[config.mk]
export PLATFORM = sky130hd
export DESIGN_NAME = mgrt_gap_unit
export DESIGN_NICKNAME = d
export VERILOG_FILES = /design/src/mgrt_pkg.sv /design/src/mgrt_gap_unit.sv
export SDC_FILE = /design/constraint.sdc
export NUM_CORES = 1
export LEC_CHECK = 0
export BUFFER_PORTS_ARGS = -buffer_cell sky130_fd_sc_hd__buf_4
export CAP_MARGIN = 20
export CORE_MARGIN = 5
export CORE_UTILIZATION = 56
export DETAILED_ROUTE_END_ITERATION = 8
export GPL_ROUTABILITY_DRIVEN = 0
export GPL_TIMING_DRIVEN = 0
export PLACE_DENSITY_LB_ADDON = 0.1
export REMOVE_ABC_BUFFERS = 1
export SETUP_SLACK_MARGIN = 0.1
export SLEW_MARGIN = 20
export SYNTH_ARGS = -nofsm -noshare
export SYNTH_HDL_FRONTEND = slang
export SYNTH_SLANG_ARGS = --single-unit
[constraint.sdc]
create_clock -name vclk -period 7.1
set_input_delay 1.42 -clock vclk [all_inputs]
set_output_delay 1.42 -clock vclk [all_outputs]
set_load 0.01 [all_outputs]
[src/mgrt_pkg.sv]
// ----------------------------------------------------------------------------
// Min gap and range tracker package
// Shared types and constants for the tracker and its gap unit.
// ----------------------------------------------------------------------------
`default_nettype none

package mgrt_pkg;

   localparam int VALUE_W = 32;
   localparam int CAP_W   = 11;
   localparam int COUNT_W = 11;

   // Register map: one 32-bit register, decoded on the word address bit.
   localparam int          CSR_AW       = 3;
   localparam logic [0:0]  CSR_CAPACITY = 1'b0;
   localparam logic [CAP_W-1:0] CAP_RESET = 11'd1024;

   typedef enum logic [1:0] {
      ST_IDLE,
      ST_SCAN,
      ST_SPAN
   } mgrt_state_type;

endpackage

`default_nettype wire

[src/mgrt_gap_unit.sv]
// ----------------------------------------------------------------------------
// Gap unit
// Exact unsigned magnitude of the difference of two signed words, and a
// compare of that magnitude against the best gap so far.
// ----------------------------------------------------------------------------
`default_nettype none

module mgrt_gap_unit import mgrt_pkg::*; (
   input  wire logic signed [VALUE_W-1:0] op_a,
   input  wire logic signed [VALUE_W-1:0] op_b,
   input  wire logic        [VALUE_W-1:0] best,
   output logic             [VALUE_W-1:0] gap,
   output logic                           smaller
);

   logic a_ge_b;

   always_comb begin
      a_ge_b = (op_a >= op_b);
      // Modulo-2^32 subtraction gives the exact magnitude once ordered
      gap     = a_ge_b ? (VALUE_W'(op_a) - VALUE_W'(op_b))
                       : (VALUE_W'(op_b) - VALUE_W'(op_a));
      smaller = (gap < best);
   end

endmodule

`default_nettype wire

==> results.toml, run 1 <==
[power_and_ir_drop]
ir_drop_v = 0.0000791
sequentialPowerShare_pct = 0
total_power_mw = 0.715
power_density_nw_per_um2 = 127
power.clock.fraction_pct = 0
intPower_mw = 0.325
pwr-share-comb_pct = 100.0
power.switching_mw = 0.390
leakagePower_nw = 3.02
swShare_pct = 54.5

[synthesis]
synthAdderAreaFrac_pct = 27.9
synth_cells = 650
synth-compound-area-share_pct = 34.8
synth-seq-area-share_pct = 0
synth_top_family_by_area = "compound AO/OA/AOI/OAI gates"
yosysUniqueCellTypes = 55
muxShareOfSynthArea_pct = 3.45
ys_warn_count = 0
syn_area_sq_um = 4350
synth_simple_gate_area_share_pct = 15.6
synth_area_per_cell_sq_um = 6.69
synthXorXnorAreaFrac_pct = 5.64

[run]
maxCapViolations = 0

[setup_path]
cp-start-kind = "primary input"
crit_chain = "buf_4 > inv_1 > ha_1 > a21o_1 > a21o_1 > a21oi_1 > nand2_1 > o21a_4 > nor2_4 > buf_4 > mux2i_1 > xnor2_1 > ha_1 > a21o_1 > a21o_1 > a21o_1 > a21oi_1 > o211a_1 > o21bai_1 > a211oi_1 > buf_4"
arrival_ns = 5.50
path_class = "in2out"
cp_slowest_cell = "ha_1"
cp_max_fo = 9
cp.required_ns = 5.68
path_delay_family = "compound AO/OA/AOI/OAI gates"
crit_top_cell = "a21o_1"
crit_path_end_kind = "output port"
max_stage_delay_ns = 0.41
path_buf_inv = 4

[timing]
whs_ns = 3.24
slew_headroom_pct = 51.9
maxSlewViolCount = 0
fmax_mhz = 145
finalHoldViolCount = 0
rsz0062_at_grt = "true"
setup_viol = 0
worst_pin_slew_ns = 0.715
period_minus_slack_ns = 6.92
period_share_pct = 97.5

[routing]
routed_wl_mm = 14.2
avgRoutedWirePerCell_um = 16.5
drtIter0Drc = 358
dr.pass1.iters = 6
drc_errors = 0
viasPerCell = 6.19
postRouteAntennaNets = 0
dr_total_vias = 5356

[min_path]
hold_end = "gap[0]"
min_from = "op_b[0]"
whs_path_depth = 4
worstHoldPathType = "in2out"

[cells_and_area]
nFillCells = 659
diodes = 0
layout_common_cells = "buf_4, inv_1, ha_1"
seqCellArea_sq_um = 0
final_util_pct = 73.4
layout_commonest_cell = "buf_4"
design.seq.count = 0
drive_gt1_share_pct = 24.2
layout.nets = 957
area_delta_synth_final_pct = 29.0
clkbuf_count = 0

[die]
ioPinCount = 129
core_area_sq_um = 7650
die_h_um = 98.2
rows = 32
initial_core_util_pct = 56.9
die_area_sq_um = 9630
die_w_um = 98.2

[grt]
antenna_found_initial = 0
grt_remaining_overflow = 0
grt_usage_pct = 27.8
grt_pass1_wl_mm = 23.2
grt_pass1_vias = 5191
grt_max_degree = 17

[placed_design]
post-dp-hpwl_mm = 11.5
io_buffers = 129

[clock_network]
hold_buffers = 0

[run_status]
status = "complete, no violations"
stage by stage:
stage	TNS [ns]	setup slack [ns]	instances	instance area [sq um]
after global routing	0	0.0446	865	5610
after detailed placement	-1.45	-1.45	851	5290
final	0	0.181	865	5610
after floorplan	-0.135	-0.135	620	4200
after CTS	0	0.102	860	5440
after global placement	-1.40	-1.40	851	5290
timing repair:
action / CTS / global route
pin swaps: 8 / 27
gates resized for setup: 19 / 40
endpoints found under the setup margin: 2 / 1
setup buffers: 8 / 5
gates cloned: 1 / 0
kinds of logic (layout without fill, tap and decap cells):
group           Yosys count  in the layout
buf+inv                 135            247
simple gates            144            145
compound gates          232            232
fa+ha+maj                96             96
xor+xnor                 28             28
mux                      15             15
power groups by stage:
stage	Sequential (mW)	Combinational, mW	Clock [mW]
floorplan	0	0.411	0
global route	0	0.784	0
global placement	0	0.639	0
finish	0	0.715	0
detailed placement	0	0.653	0
CTS	0	0.677	0
cell usage after synthesis, drive strengths merged, types with 2 or more instances:
cell type | instances | share of area [%]
a211oi | 9 | 1.6
fa | 2 | 0.92
nor2 | 38 | 3.3
o21a | 8 | 1.4
a221oi | 4 | 0.80
mux2i | 15 | 3.5
buf | 23 | 2.9
a21boi | 2 | 0.34
nand2b | 7 | 1.0
xnor2 | 18 | 3.6
nor3 | 13 | 1.5
nor4 | 3 | 0.43
a31oi | 3 | 0.43
nand3 | 10 | 1.2
inv | 105 | 9.1
o31a | 2 | 0.40
xor2 | 10 | 2.0
o221ai | 3 | 0.60
a311oi | 2 | 0.40
a221o | 5 | 1.2
o31ai | 3 | 0.52
a21oi | 68 | 7.9
ha | 94 | 27
clkbuf | 7 | 0.63
o22ai | 2 | 0.29
a21o | 33 | 5.7
a2111oi | 5 | 1.1
o2111ai | 2 | 0.40
nand2 | 43 | 3.7
o211a | 4 | 0.92
a22oi | 2 | 0.34
or3 | 5 | 0.72
nand4 | 17 | 2.4
nor2b | 3 | 0.43
o21bai | 17 | 2.9
o211ai | 7 | 1.2
o21ai | 47 | 5.6
final cells by class:
type	count	area, sq um	share of cell area [%]
inverter	105	397	7.07
tap	102	128	2.27
multi-input combinational	516	4010	71.5
timing repair buffer	142	1070	19.1
worst max-delay path by stage:
stage	end	from	slack, ns	cells past startpoint
global placement	smaller	op_a[0]	-1.40	23
detailed placement	smaller	op_a[0]	-1.45	23
CTS	smaller	op_b[0]	0.10	21
floorplan	smaller	op_a[0]	-0.14	21
finish	smaller	op_a[21]	0.18	21
global route	smaller	op_a[0]	0.04	23
per-layer routing:
metal	track usage, %	routed length, um	vias to the layer above
li1	-	-	2535
met2	50.6	6930	327
met4	7.67	407	0
met3	3.07	1320	43
met5	0	0	-
met1	34.4	5580	2451
Power figures use the tool's default switching activity.
==> run 2, diff against run 1 <==
Settings changed: CELL_PAD_IN_SITES_DETAIL_PLACEMENT set to 1, CELL_PAD_IN_SITES_GLOBAL_PLACEMENT set to 1, CORE_UTILIZATION 56 to 38.
==> run 2 against run 1 <==
Sequential share of layout area is the same. Sequential cell count stayed put. First-iteration DRC count fell by 41%.
==> results.toml, run 2 (synthesis gave the netlist of run 1 again) <==
[run]
maxCapViolations = 0

[timing]
finalHoldViolCount = 0
period_minus_slack_ns = 6.88
maxSlewViolCount = 0
finalSetupTns_ns = 0
setup_viol = 0
rsz0062_at_grt = "true"
worst_slack_ns = 0.219
worst_pin_slew_ns = 0.666
whs_ns = 3.25
fmax_mhz = 145
slew_headroom_pct = 54.4
period_share_pct = 96.9

[routing]
routed_wl_mm = 17.7
avgRoutedWirePerCell_um = 19.0
viasPerCell = 5.86
dr.pass1.iters = 5
postRouteAntennaNets = 0
drc_errors = 0
drtIter0Drc = 210
dr_total_vias = 5470

[die]
ioPinCount = 129
rows = 39
die_area_sq_um = 13700
die_w_um = 117
core_area_sq_um = 11300
die_h_um = 117
initial_core_util_pct = 38.4

[setup_path]
path_class = "in2out"
cp.required_ns = 5.68
arrival_ns = 5.46
crit_top_cell = "buf_4"
path_delay_family = "compound AO/OA/AOI/OAI gates"
cp_max_fo = 11
cp-start-kind = "primary input"
cp_slowest_cell = "ha_1"
crit_chain = "buf_4 > inv_1 > ha_1 > a21oi_2 > o21bai_1 > a21oi_1 > o2111ai_1 > o211a_4 > nor2_4 > buf_4 > buf_4 > a311oi_4 > ha_1 > a21o_1 > a21o_1 > a21oi_2 > nor2b_1 > o21ai_1 > o211a_1 > o21bai_2 > a211oi_2 > buf_4"
max_stage_delay_ns = 0.51
crit_path_end_kind = "output port"
path_buf_inv = 5

[min_path]
worstHoldPathType = "in2out"

[clock_network]
hold_buffers = 0

[cells_and_area]
seqCellArea_sq_um = 0
layout.nets = 984
clkbuf_count = 0
layout_common_cells = "buf_4, inv_1, ha_1"
layout_commonest_cell = "buf_4"
design.seq.count = 0
drive_gt1_share_pct = 29.2
diodes = 0
final_util_pct = 53.4
area_delta_synth_final_pct = 38.8

[grt]
antenna_found_initial = 0
grt_pass1_vias = 5430
grt_usage_pct = 23.6
grt_max_degree = 12
grt_remaining_overflow = 0
grt_pass1_wl_mm = 26.5

[power_and_ir_drop]
power_density_nw_per_um2 = 137
ir_drop_v = 0.0000824
leakagePower_nw = 3.19
total_power_mw = 0.829

[placed_design]
io_buffers = 129
post-dp-hpwl_mm = 13.9
pre_cts_ws_ns = -1.79

[run_status]
status = "complete, no violations"
-- run 2: report_power, final --
part           leakage (nW)  internal [mW]  total, mW  switching [mW]
Combinational          3.19          0.383      0.829           0.446
Clock                     0              0          0               0
Sequential                0              0          0               0
Total                  3.19          0.383      0.829           0.446
-- run 2: cell type report --
cell class,instances,area [sq um]
Fill cell,1480,5280
Multi-Input combinational cell,516,4170
Timing Repair Buffer,169,1300
Inverter,105,397
Tap cell,143,179
-- run 2: through the flow --
| step | std cells | instance area, sq um |
|---|---|---|
| final | 933 | 6040 |
| after global routing | 933 | 6040 |
| after CTS | 914 | 5680 |
| after detailed placement | 892 | 5350 |
| after global placement | 892 | 5350 |
| after floorplan | 620 | 4200 |
-- run 2: repair_timing --
action | CTS | global route
endpoints found under the setup margin | 3 | 1
pin swaps | 16 | 40
resized for setup | 40 | 51
gates cloned | 1 | 0
setup buffers | 21 | 19
-- run 2: worst paths after layout --
| kind | slack, ns | from | depth (start not counted) | endpoint |
|---|---|---|---|---|
| worst min-delay path | 3.25 | op_b[0] | 4 | gap[0] |
| worst max-delay path | 0.22 | op_a[25] | 22 | smaller |
-- run 2: per-layer routing --
metal | share of wire (%) | track usage (%) | routed length [um] | vias to the layer above
li1 | - | - | - | 2585
met1 | 41 | 29.4 | 7300 | 2680
met2 | 52 | 45.0 | 9190 | 174
met3 | 4.6 | 0.874 | 815 | 31
met4 | 2.2 | 4.97 | 395 | 0
met5 | 0 | 0 | 0 | -
